$ cat src/sv/apnn_pkg.sv
`timescale 1ns / 1ps

package apnn_pkg;

    localparam int MAX_POINTS = 64;
    localparam int COORD_BITS = 16;

    localparam int IN_W    = 16;
    localparam int NBR_W   = 6;
    localparam int DIST_W  = 25;
    localparam int FRAC_W  = 8;

    localparam int IDX_W   = $clog2(MAX_POINTS);
    localparam int CNT_W   = $clog2(MAX_POINTS + 1);
    localparam int SQ_W    = 2 * COORD_BITS;
    localparam int D2_W    = 2 * COORD_BITS + 1;
    localparam int RAD_W   = 2 * DIST_W;
    localparam int D2_KEEP = RAD_W - 2 * FRAC_W;
    localparam int SQRT_CNT_W = $clog2(DIST_W + 1);

    typedef struct packed {
        logic             wr_en;
        logic [IDX_W-1:0] wr_addr;
        logic [IDX_W-1:0] rd_addr;
        logic             cap_i;
        logic             scan_vld;
        logic             scan_skip;
        logic             sqrt_start;
        logic             out_load;
        logic             res_last;
        logic             res_dropped;
    } t_dp_cmd;

    typedef struct packed {
        logic pipe_busy;
        logic sqrt_busy;
        logic out_free;
    } t_dp_sts;

    typedef struct packed {
        logic [NBR_W-1:0]  neighbor_index;
        logic [DIST_W-1:0] distance;
        logic              has_neighbor;
        logic              points_dropped;
        logic              last_result;
    } t_res;

endpackage

$ cat src/sv/apnn_pt_if.sv
`timescale 1ns / 1ps

interface apnn_pt_if import apnn_pkg::*; ();
    logic                   valid;
    logic                   ready;
    logic signed [IN_W-1:0] x_coord;
    logic signed [IN_W-1:0] y_coord;
    logic                   last_point;

    modport source (output valid, x_coord, y_coord, last_point, input ready);
    modport sink   (input valid, x_coord, y_coord, last_point, output ready);
endinterface

$ cat src/sv/apnn_res_if.sv
`timescale 1ns / 1ps

interface apnn_res_if import apnn_pkg::*; ();
    logic              valid;
    logic              ready;
    logic [NBR_W-1:0]  neighbor_index;
    logic [DIST_W-1:0] distance;
    logic              has_neighbor;
    logic              points_dropped;
    logic              last_result;

    modport source (output valid, neighbor_index, distance, has_neighbor,
                    points_dropped, last_result, input ready);
    modport sink   (input valid, neighbor_index, distance, has_neighbor,
                    points_dropped, last_result, output ready);
endinterface

$ cat src/sv/apnn_sqrt.sv
`timescale 1ns / 1ps

module apnn_sqrt import apnn_pkg::*; (
    input  logic              i_clk,
    input  logic              i_rst_n,
    input  logic              i_start,
    input  logic [RAD_W-1:0]  i_rad,
    output logic              o_busy,
    output logic [DIST_W-1:0] o_root
);

    localparam int REM_W = DIST_W + 2;

    logic [RAD_W-1:0]      r_rad;
    logic [REM_W-1:0]      r_rem;
    logic [DIST_W-1:0]     r_root;
    logic [SQRT_CNT_W-1:0] r_cnt;
    logic                  r_busy;

    logic [REM_W-1:0] rem_sh;
    logic [REM_W-1:0] trial;
    logic             ge;

    // one root bit per cycle, two radicand bits brought down
    always_comb begin
        rem_sh = {r_rem[REM_W-3:0], r_rad[RAD_W-1 -: 2]};
        trial  = {r_root, 2'b01};
        ge     = (rem_sh >= trial);
    end

    always_ff @(posedge i_clk) begin
        if (!i_rst_n) begin
            r_busy <= 1'b0;
            r_cnt  <= '0;
        end else if (i_start) begin
            r_busy <= 1'b1;
            r_cnt  <= SQRT_CNT_W'(DIST_W);
        end else if (r_busy) begin
            r_cnt  <= r_cnt - SQRT_CNT_W'(1);
            r_busy <= (r_cnt != SQRT_CNT_W'(1));
        end
    end

    always_ff @(posedge i_clk) begin
        if (i_start) begin
            r_rad  <= i_rad;
            r_rem  <= '0;
            r_root <= '0;
        end else if (r_busy) begin
            r_rad  <= {r_rad[RAD_W-3:0], 2'b00};
            r_rem  <= ge ? (rem_sh - trial) : rem_sh;
            r_root <= {r_root[DIST_W-2:0], ge};
        end
    end

    assign o_busy = r_busy;
    assign o_root = r_root;

endmodule

$ cat src/sv/apnn_dp.sv
`timescale 1ns / 1ps

module apnn_dp import apnn_pkg::*; (
    input  logic                  i_clk,
    input  logic                  i_rst_n,
    input  t_dp_cmd               i_cmd,
    input  logic [COORD_BITS-1:0] i_wr_x,
    input  logic [COORD_BITS-1:0] i_wr_y,
    input  logic                  i_out_ready,
    output t_dp_sts               o_sts,
    output logic                  o_out_valid,
    output t_res                  o_res
);

    logic [COORD_BITS-1:0] r_mem_x [MAX_POINTS];
    logic [COORD_BITS-1:0] r_mem_y [MAX_POINTS];
    logic [COORD_BITS-1:0] r_rd_x, r_rd_y;
    logic [COORD_BITS-1:0] r_xi, r_yi;

    logic                  r_s0_vld, r_s1_vld, r_s2_vld;
    logic                  r_s0_skip, r_s1_skip, r_s2_skip;
    logic [IDX_W-1:0]      r_s0_j, r_s1_j, r_s2_j;
    logic [COORD_BITS-1:0] r_dx, r_dy;
    logic [SQ_W-1:0]       r_sqx, r_sqy;

    logic                  r_found;
    logic [IDX_W-1:0]      r_best_j;
    logic [D2_W-1:0]       r_best;

    logic                  r_out_vld;
    t_res                  r_res;

    logic [COORD_BITS:0]   ddx, ddy;
    logic [COORD_BITS:0]   adx, ady;
    logic [D2_W-1:0]       sum;
    logic                  better;
    logic [63:0]           best64;
    logic                  sat;
    logic [RAD_W-1:0]      rad;
    logic [DIST_W-1:0]     root;
    logic                  sqrt_busy;

    always_ff @(posedge i_clk) begin
        if (i_cmd.wr_en) begin
            r_mem_x[i_cmd.wr_addr] <= i_wr_x;
            r_mem_y[i_cmd.wr_addr] <= i_wr_y;
        end
        r_rd_x <= r_mem_x[i_cmd.rd_addr];
        r_rd_y <= r_mem_y[i_cmd.rd_addr];
    end

    always_comb begin
        ddx = {r_xi[COORD_BITS-1], r_xi} - {r_rd_x[COORD_BITS-1], r_rd_x};
        ddy = {r_yi[COORD_BITS-1], r_yi} - {r_rd_y[COORD_BITS-1], r_rd_y};
        adx = ddx[COORD_BITS] ? (~ddx + 1'b1) : ddx;
        ady = ddy[COORD_BITS] ? (~ddy + 1'b1) : ddy;
        sum = D2_W'(r_sqx) + D2_W'(r_sqy);
        // strict less keeps the earliest index on a tie
        better = r_s2_vld && !r_s2_skip && (!r_found || (sum < r_best));
        best64 = 64'(r_best);
        sat    = |best64[63:D2_KEEP];
        rad    = {best64[D2_KEEP-1:0], (2 * FRAC_W)'(0)};
    end

    always_ff @(posedge i_clk) begin
        if (!i_rst_n) begin
            r_s0_vld <= 1'b0;
            r_s1_vld <= 1'b0;
            r_s2_vld <= 1'b0;
            r_found  <= 1'b0;
        end else begin
            r_s0_vld <= i_cmd.scan_vld;
            r_s1_vld <= r_s0_vld;
            r_s2_vld <= r_s1_vld;
            if (i_cmd.cap_i) begin
                r_found <= 1'b0;
            end else if (better) begin
                r_found <= 1'b1;
            end
        end
    end

    always_ff @(posedge i_clk) begin
        if (i_cmd.cap_i) begin
            r_xi <= r_rd_x;
            r_yi <= r_rd_y;
        end
        r_s0_j    <= i_cmd.rd_addr;
        r_s0_skip <= i_cmd.scan_skip;
        r_s1_j    <= r_s0_j;
        r_s1_skip <= r_s0_skip;
        r_dx      <= adx[COORD_BITS-1:0];
        r_dy      <= ady[COORD_BITS-1:0];
        r_s2_j    <= r_s1_j;
        r_s2_skip <= r_s1_skip;
        r_sqx     <= SQ_W'(r_dx) * SQ_W'(r_dx);
        r_sqy     <= SQ_W'(r_dy) * SQ_W'(r_dy);
        if (better) begin
            r_best   <= sum;
            r_best_j <= r_s2_j;
        end
    end

    apnn_sqrt u_sqrt (
        .i_clk   (i_clk),
        .i_rst_n (i_rst_n),
        .i_start (i_cmd.sqrt_start),
        .i_rad   (rad),
        .o_busy  (sqrt_busy),
        .o_root  (root)
    );

    always_ff @(posedge i_clk) begin
        if (!i_rst_n) begin
            r_out_vld <= 1'b0;
        end else if (i_cmd.out_load) begin
            r_out_vld <= 1'b1;
        end else if (i_out_ready) begin
            r_out_vld <= 1'b0;
        end
    end

    always_ff @(posedge i_clk) begin
        if (i_cmd.out_load) begin
            r_res.neighbor_index <= r_found ? NBR_W'(r_best_j) : '0;
            r_res.distance       <= !r_found ? '0 : (sat ? '1 : root);
            r_res.has_neighbor   <= r_found;
            r_res.points_dropped <= i_cmd.res_dropped;
            r_res.last_result    <= i_cmd.res_last;
        end
    end

    assign o_sts.pipe_busy = r_s0_vld | r_s1_vld | r_s2_vld;
    assign o_sts.sqrt_busy = sqrt_busy;
    assign o_sts.out_free  = !r_out_vld || i_out_ready;
    assign o_out_valid     = r_out_vld;
    assign o_res           = r_res;

endmodule

$ cat src/sv/apnn_ctrl.sv
`timescale 1ns / 1ps

module apnn_ctrl import apnn_pkg::*; (
    input  logic    i_clk,
    input  logic    i_rst_n,
    input  logic    i_in_valid,
    input  logic    i_in_last,
    input  t_dp_sts i_sts,
    output logic    o_in_ready,
    output t_dp_cmd o_cmd
);

    typedef enum logic [2:0] {
        S_LOAD,
        S_RDI,
        S_CAPI,
        S_SCAN,
        S_DRAIN,
        S_SQST,
        S_SQWT,
        S_OUT
    } t_state;

    t_state           r_state;
    logic [CNT_W-1:0] r_cnt;
    logic             r_ovf;
    logic [IDX_W-1:0] r_i;
    logic [IDX_W-1:0] r_j;

    logic             room;
    logic             j_last;
    logic             i_last;

    always_comb begin
        room   = (r_cnt < CNT_W'(MAX_POINTS));
        j_last = (CNT_W'(r_j) == (r_cnt - CNT_W'(1)));
        i_last = (CNT_W'(r_i) == (r_cnt - CNT_W'(1)));

        o_in_ready        = (r_state == S_LOAD);
        o_cmd             = '0;
        o_cmd.wr_addr     = r_cnt[IDX_W-1:0];
        o_cmd.rd_addr     = (r_state == S_SCAN) ? r_j : r_i;
        o_cmd.res_last    = i_last;
        o_cmd.res_dropped = r_ovf;
        unique case (r_state)
            S_LOAD:  o_cmd.wr_en = i_in_valid && room;
            S_CAPI:  o_cmd.cap_i = 1'b1;
            S_SCAN: begin
                o_cmd.scan_vld  = 1'b1;
                o_cmd.scan_skip = (r_j == r_i);
            end
            S_SQST:  o_cmd.sqrt_start = 1'b1;
            S_OUT:   o_cmd.out_load = i_sts.out_free;
            default: ;
        endcase
    end

    always_ff @(posedge i_clk) begin
        if (!i_rst_n) begin
            r_state <= S_LOAD;
            r_cnt   <= '0;
            r_ovf   <= 1'b0;
            r_i     <= '0;
            r_j     <= '0;
        end else begin
            unique case (r_state)
                S_LOAD: begin
                    if (i_in_valid) begin
                        if (room) begin
                            r_cnt <= r_cnt + CNT_W'(1);
                        end else begin
                            r_ovf <= 1'b1;
                        end
                        if (i_in_last) begin
                            r_i     <= '0;
                            r_state <= S_RDI;
                        end
                    end
                end
                S_RDI:  r_state <= S_CAPI;
                S_CAPI: begin
                    r_j     <= '0;
                    r_state <= S_SCAN;
                end
                S_SCAN: begin
                    if (j_last) begin
                        r_state <= S_DRAIN;
                    end else begin
                        r_j <= r_j + IDX_W'(1);
                    end
                end
                S_DRAIN: begin
                    if (!i_sts.pipe_busy) begin
                        r_state <= S_SQST;
                    end
                end
                S_SQST: r_state <= S_SQWT;
                S_SQWT: begin
                    if (!i_sts.sqrt_busy) begin
                        r_state <= S_OUT;
                    end
                end
                S_OUT: begin
                    if (i_sts.out_free) begin
                        if (i_last) begin
                            // set answered: clear for the next one
                            r_cnt   <= '0;
                            r_ovf   <= 1'b0;
                            r_state <= S_LOAD;
                        end else begin
                            r_i     <= r_i + IDX_W'(1);
                            r_state <= S_RDI;
                        end
                    end
                end
                default: r_state <= S_LOAD;
            endcase
        end
    end

    a_cnt_range: assert property (@(posedge i_clk) disable iff (!i_rst_n)
        r_cnt <= CNT_W'(MAX_POINTS))
        else $error("point count above capacity");

    a_load_free: assert property (@(posedge i_clk) disable iff (!i_rst_n)
        o_cmd.out_load |-> i_sts.out_free)
        else $error("result loaded over a pending transaction");

    a_sqrt_drained: assert property (@(posedge i_clk) disable iff (!i_rst_n)
        o_cmd.sqrt_start |-> !i_sts.pipe_busy && !i_sts.sqrt_busy)
        else $error("root started before search finished");

    a_set_clear: assert property (@(posedge i_clk) disable iff (!i_rst_n)
        o_cmd.out_load && o_cmd.res_last |=> r_cnt == '0 && !r_ovf)
        else $error("point store not cleared after last result");

endmodule

$ cat src/sv/all_points_nearest_neighbor_2d.sv
`timescale 1ns / 1ps

// All-points nearest neighbor search over a set of 2D points.
// i_pt takes one point per transaction; last_point closes the set and
// starts the search. Up to MAX_POINTS points are stored; later points of
// the set, the closing one included, are dropped and flagged on every
// result. o_res returns one transaction per stored point, in load order,
// with the nearest other point's index and the distance (8 fraction bits).
// Per result the block reads the point, scans all n stored points through
// a three-stage distance pipeline, then runs a bit-serial square root.
// Results are worked out one at a time on the single memory read port
// and the one root unit. Loading accepts one point per cycle.
// i_pt.ready is high only while points are being loaded. A stalled o_res
// holds the search at the next result; the last result of a set waits in
// the output register while loading of the next set goes on.
// Synchronous reset empties the point store and clears the dropped flag
// and any pending result; no clearing pass is needed.
module all_points_nearest_neighbor_2d import apnn_pkg::*; (
    input  logic         i_clk,
    input  logic         i_rst_n,
    apnn_pt_if.sink      i_pt,
    apnn_res_if.source   o_res
);

    t_dp_cmd               cmd;
    t_dp_sts               sts;
    t_res                  res;
    logic                  out_valid;
    logic [COORD_BITS-1:0] wr_x, wr_y;
    logic [31:0]           x_ext, y_ext;

    assign x_ext = 32'($unsigned(i_pt.x_coord));
    assign y_ext = 32'($unsigned(i_pt.y_coord));
    assign wr_x  = x_ext[COORD_BITS-1:0];
    assign wr_y  = y_ext[COORD_BITS-1:0];

    apnn_ctrl u_ctrl (
        .i_clk      (i_clk),
        .i_rst_n    (i_rst_n),
        .i_in_valid (i_pt.valid),
        .i_in_last  (i_pt.last_point),
        .i_sts      (sts),
        .o_in_ready (i_pt.ready),
        .o_cmd      (cmd)
    );

    apnn_dp u_dp (
        .i_clk       (i_clk),
        .i_rst_n     (i_rst_n),
        .i_cmd       (cmd),
        .i_wr_x      (wr_x),
        .i_wr_y      (wr_y),
        .i_out_ready (o_res.ready),
        .o_sts       (sts),
        .o_out_valid (out_valid),
        .o_res       (res)
    );

    assign o_res.valid          = out_valid;
    assign o_res.neighbor_index = res.neighbor_index;
    assign o_res.distance       = res.distance;
    assign o_res.has_neighbor   = res.has_neighbor;
    assign o_res.points_dropped = res.points_dropped;
    assign o_res.last_result    = res.last_result;

endmodule
$ cat src/flat_wrapper.sv
// flat-port wrapper written by rule: the top's interface ports become plain ports
module all_points_nearest_neighbor_2d_flat import apnn_pkg::*;
  (i_clk, i_rst_n, i_pt_valid, i_pt_x_coord, i_pt_y_coord, i_pt_last_point, i_pt_ready, o_res_valid, o_res_neighbor_index, o_res_distance, o_res_has_neighbor, o_res_points_dropped, o_res_last_result, o_res_ready);
  apnn_pt_if i_pt_i ();
  apnn_res_if o_res_i ();
  input  logic i_clk;
  input  logic i_rst_n;
  input wire logic [$bits(i_pt_i.valid)-1:0] i_pt_valid;
  input wire logic [$bits(i_pt_i.x_coord)-1:0] i_pt_x_coord;
  input wire logic [$bits(i_pt_i.y_coord)-1:0] i_pt_y_coord;
  input wire logic [$bits(i_pt_i.last_point)-1:0] i_pt_last_point;
  output wire logic [$bits(i_pt_i.ready)-1:0] i_pt_ready;
  output wire logic [$bits(o_res_i.valid)-1:0] o_res_valid;
  output wire logic [$bits(o_res_i.neighbor_index)-1:0] o_res_neighbor_index;
  output wire logic [$bits(o_res_i.distance)-1:0] o_res_distance;
  output wire logic [$bits(o_res_i.has_neighbor)-1:0] o_res_has_neighbor;
  output wire logic [$bits(o_res_i.points_dropped)-1:0] o_res_points_dropped;
  output wire logic [$bits(o_res_i.last_result)-1:0] o_res_last_result;
  input wire logic [$bits(o_res_i.ready)-1:0] o_res_ready;
  assign i_pt_i.valid = i_pt_valid;
  assign i_pt_i.x_coord = i_pt_x_coord;
  assign i_pt_i.y_coord = i_pt_y_coord;
  assign i_pt_i.last_point = i_pt_last_point;
  assign i_pt_ready = i_pt_i.ready;
  assign o_res_valid = o_res_i.valid;
  assign o_res_neighbor_index = o_res_i.neighbor_index;
  assign o_res_distance = o_res_i.distance;
  assign o_res_has_neighbor = o_res_i.has_neighbor;
  assign o_res_points_dropped = o_res_i.points_dropped;
  assign o_res_last_result = o_res_i.last_result;
  assign o_res_i.ready = o_res_ready;
  all_points_nearest_neighbor_2d u_core (.i_clk(i_clk), .i_rst_n(i_rst_n), .i_pt(i_pt_i), .o_res(o_res_i));
endmodule
$ cat config.mk
export PLATFORM = sky130hd
export DESIGN_NAME = all_points_nearest_neighbor_2d_flat
export DESIGN_NICKNAME = d
export VERILOG_FILES = /design/src/sv/apnn_pkg.sv /design/src/sv/apnn_pt_if.sv /design/src/sv/apnn_res_if.sv /design/src/sv/apnn_sqrt.sv /design/src/sv/apnn_dp.sv /design/src/sv/apnn_ctrl.sv /design/src/sv/all_points_nearest_neighbor_2d.sv /design/src/flat_wrapper.sv
export SDC_FILE = /design/constraint.sdc
export NUM_CORES = 2
export LEC_CHECK = 0
export BUFFER_PORTS_ARGS = -buffer_cell sky130_fd_sc_hd__buf_2
export CORE_MARGIN = 10
export CORE_UTILIZATION = 64
export CTS_CLUSTER_DIAMETER = 50
export DETAILED_ROUTE_END_ITERATION = 12
export PLACE_DENSITY = 0.8
export SLEW_MARGIN = 30
export SYNTH_ARGS = -nofsm -noshare
export SYNTH_HDL_FRONTEND = slang
export SYNTH_SLANG_ARGS = --single-unit
$ cat constraint.sdc
create_clock -name i_clk -period 8.7 [get_ports i_clk]
set_input_delay 0.435 -clock i_clk [delete_from_list [all_inputs] [get_ports i_clk]]
set_output_delay 0.435 -clock i_clk [all_outputs]
set_load 0.02 [all_outputs]
==> flow_summary.toml <==
[sta]
clock_skew_ns = 0.1045
fin_crit_sh = 0.8012
min_period_ns = 6.970
finalHoldViolations = 0
fmax_mhz = 143.5
fin_setup_tns_ns = 0
slew_headroom = 0.2318
rsz0062_at_grt = "no"
setup_viol = 0
tightest_slew_ns = 1.140
drv_slew = 0

[clock_network]
clk_latency_ns = 0.90
cts-resized-gates = 0
clkSlewWorstSetupHoldPaths_ns = 0.06
h-tree-depth = 4
postCtsSetupRepairBufs = 0
clk_path_buf_depth = 3
clock_sinks = 2418
cts_root_buf = "clkbuf_16"
cts_made_buffers = 233
cts_tree = "yes"

[drt]
wl_per_cell_um = 23.87
via_per_inst = 6.355
route.detailed.drc = 0
drt_iter0_drc = 9508
antenna_left = 0
vias = 75490
dr.pass1.iters = 7
routed_wl_mm = 283.5

[floorplanning]
die-width_um = 439.0
fp-row-count = 153
initial_core_util = 0.6450
io_pins = 73
coreArea_mm2 = 0.1742
die_area_mm2 = 0.1927
die_y_um = 439.0

[critical_path]
crit_path_end_kind = "flop"
slowest_stage = "dfxtp_1"
startpoint_type = "flop"
path_class = "reg -> reg"
cp_common_cell = "fa_1"
crit_buf_inv = 5
critPathMaxFanout = 18
arrival_ns = 7.74
crit_family = "adder cells"
crit_chain = "nand2_1, inv_1, fa_1, inv_1, fa_1, inv_1, fa_1, fa_1, fa_1, inv_1, fa_1, inv_1, ha_1, nand4_1, nor2_1, nor4_1, a211oi_1, o311ai_0, a21oi_1, nand4_1, nand4b_1, a21oi_1, xnor2_1"
required_ns = 9.47
slowest_delay_ns = 0.86

[grt]
grt_pass1_wl_mm = 431.1
grt_start_max_net_pins = 177
gr-total-overflow = 0
grtUsageTotal = 0.2881
gr-usage-met1 = 0.3748
busiest_layer = "met2"
global_route.usage.met3 = 0.05478
antenna_found_initial = 16
grt.met2_usage = 0.4735
first_global_vias = 74588

[worst_hold_path]
holdCritPathClass = "in -> reg"

[place]
gp_congestion = 0.8636
place_area_mm2 = 0.1155
portBuffers = 72
dp.final_hpwl_mm = 159.6

[logic_synthesis]
synthFlopType = "edfxtp_1"
synth_top_area_frac = 0.5842
avgSynthCellArea_um2 = 11.90
syn_area_mm2 = 0.1124
yosysWarnings = 0
synthTopCellsByArea = "edfxtp_1 58%, nand2_1 7.6%, fa_1 5.8%, dfxtp_1 4.1%, a311oi_1 3.8%"
synth_nets = 10126
syn_inst = 9439
synth-edff-count = 2186
ys_seq_elements = 2418
synth.distinct_cells = 80
yosysSeqAreaShare = 0.6255
yosysTopAreaCell = "edfxtp_1"
ys_async_sr_fraction = 0

[final_layout]
fin_area_mm2 = 0.1233
fin_nets = 10027
final_cell_mix = "2288 x nand2_1, 2186 x edfxtp_1, 634 x inv_1"
final_common_cell = "nand2_1"
drive_above_1_share = 0.06979
syn2layout_area_growth_pct = 9.713
final.fill_count = 11334

[flow_run]
max-cap-violations = 0

[run_status]
status = "finished, final reports clean"
-- final cells by class --
| cell class | count | area, µm² | area share |
|---|---|---|---|
| Inverter | 638 | 2415 | 0.01959 |
| Multi-Input combinational cell | 5837 | 38230 | 0.3101 |
| Sequential cell | 2418 | 70290 | 0.5702 |
| Tap cell | 2325 | 2909 | 0.02360 |
| Timing Repair Buffer | 212 | 1742 | 0.01413 |
| Clock inverter | 148 | 1469 | 0.01192 |
| Antenna cell | 10 | 25.02 | 0.0002030 |
| Clock buffer | 290 | 6196 | 0.05026 |
-- cell usage after synthesis, drive strengths merged (61+ instances only) --
cell	instances
nand2	2288
clkbuf	492
dfxtp	232
ha	324
nor2	254
inv	638
edfxtp	2186
nand3	547
xor2	73
xnor2	122
a21oi	223
o21ai	199
a311oi	484
and2	134
and3	273
a21o	61
fa	326
nor3	138
-- worst paths after layout --
path,start,to,slack (ns),cells after the start
worst max register to register,u_core.u_dp.r_dx[4],u_core.u_dp.r_sqx[31],1.73,23
worst min register to register,u_core.u_dp.r_s0_skip,u_core.u_dp.r_s1_skip,0.32,0
worst min-delay path,i_pt_y_coord[12],u_core.u_dp.r_mem_y[40][12],0.09,1
worst max-delay path,u_core.u_dp.r_dx[4],u_core.u_dp.r_sqx[31],1.73,23
-- layer usage --
layer  share of wire  vias up
met5         0.00018        -
met1            0.37    36879
met4           0.047        8
met3            0.10      806
met2            0.48     4495
li1                -    33302
-- worst reg2reg max path, stage by stage, from the launching register on --
cell	delay, ns
dfxtp_1	0.86
nand2_1	0.21
inv_1	0.13
fa_1	0.42
inv_1	0.08
fa_1	0.40
inv_1	0.08
fa_1	0.44
fa_1	0.51
fa_1	0.50
inv_1	0.05
fa_1	0.50
inv_1	0.05
ha_1	0.36
nand4_1	0.20
nor2_1	0.08
nor4_1	0.43
a211oi_1	0.23
o311ai_0	0.54
a21oi_1	0.23
nand4_1	0.16
nand4b_1	0.10
a21oi_1	0.19
xnor2_1	0.13
-- through the flow --
step,hold slack [ns],utilization,std cells,setup WS (ns)
final,0.08510,0.7077,11878,1.730
after global routing,0.07427,0.7075,11870,1.305
after CTS,0.04991,0.7071,11867,1.775
after detailed placement,0.3121,0.6629,11426,1.827
after global placement,0.3108,0.6623,11424,1.910
after floorplan,0.3096,-,9439,2.484
-- state kept, by name, summed over array words and instances (netlist names), 31 cells and up --
register,count
u_core.u_dp.r_best,33
u_core.u_dp.r_mem_y,1024
u_core.u_dp.r_mem_x,1024
u_core.u_dp.o_res,34
u_core.u_dp.r_sqx,31
u_core.u_dp.u_sqrt.r_rad,34
u_core.u_dp.r_sqy,31
-- cell families (layout without fill, tap and decap cells) --
kind of cell               after synthesis  after routing  share of synthesized area
AOI/OAI and AO/OA                     1155           1155                    0.07354
buffers and inverters                 1184           1288                    0.03976
other                                    0             10                          0
xor gates and xnor gates               195            195                    0.01527
DFF                                   2418           2418                     0.6255
adders and majority gates              650            650                    0.09416
and+or+nand+nor                       3791           3791                     0.1476
muxes                                   46             46                   0.004153
-- repair_timing --
item	4_1_cts	5_1_grt
setup endpoints to repair	0	0
endpoints found under the hold margin	6	0
hold buffers	3	0
Power is left out: the tool's default activity adds up to more than one toggle a clock period on the data nets, which glitch-free logic cannot reach.
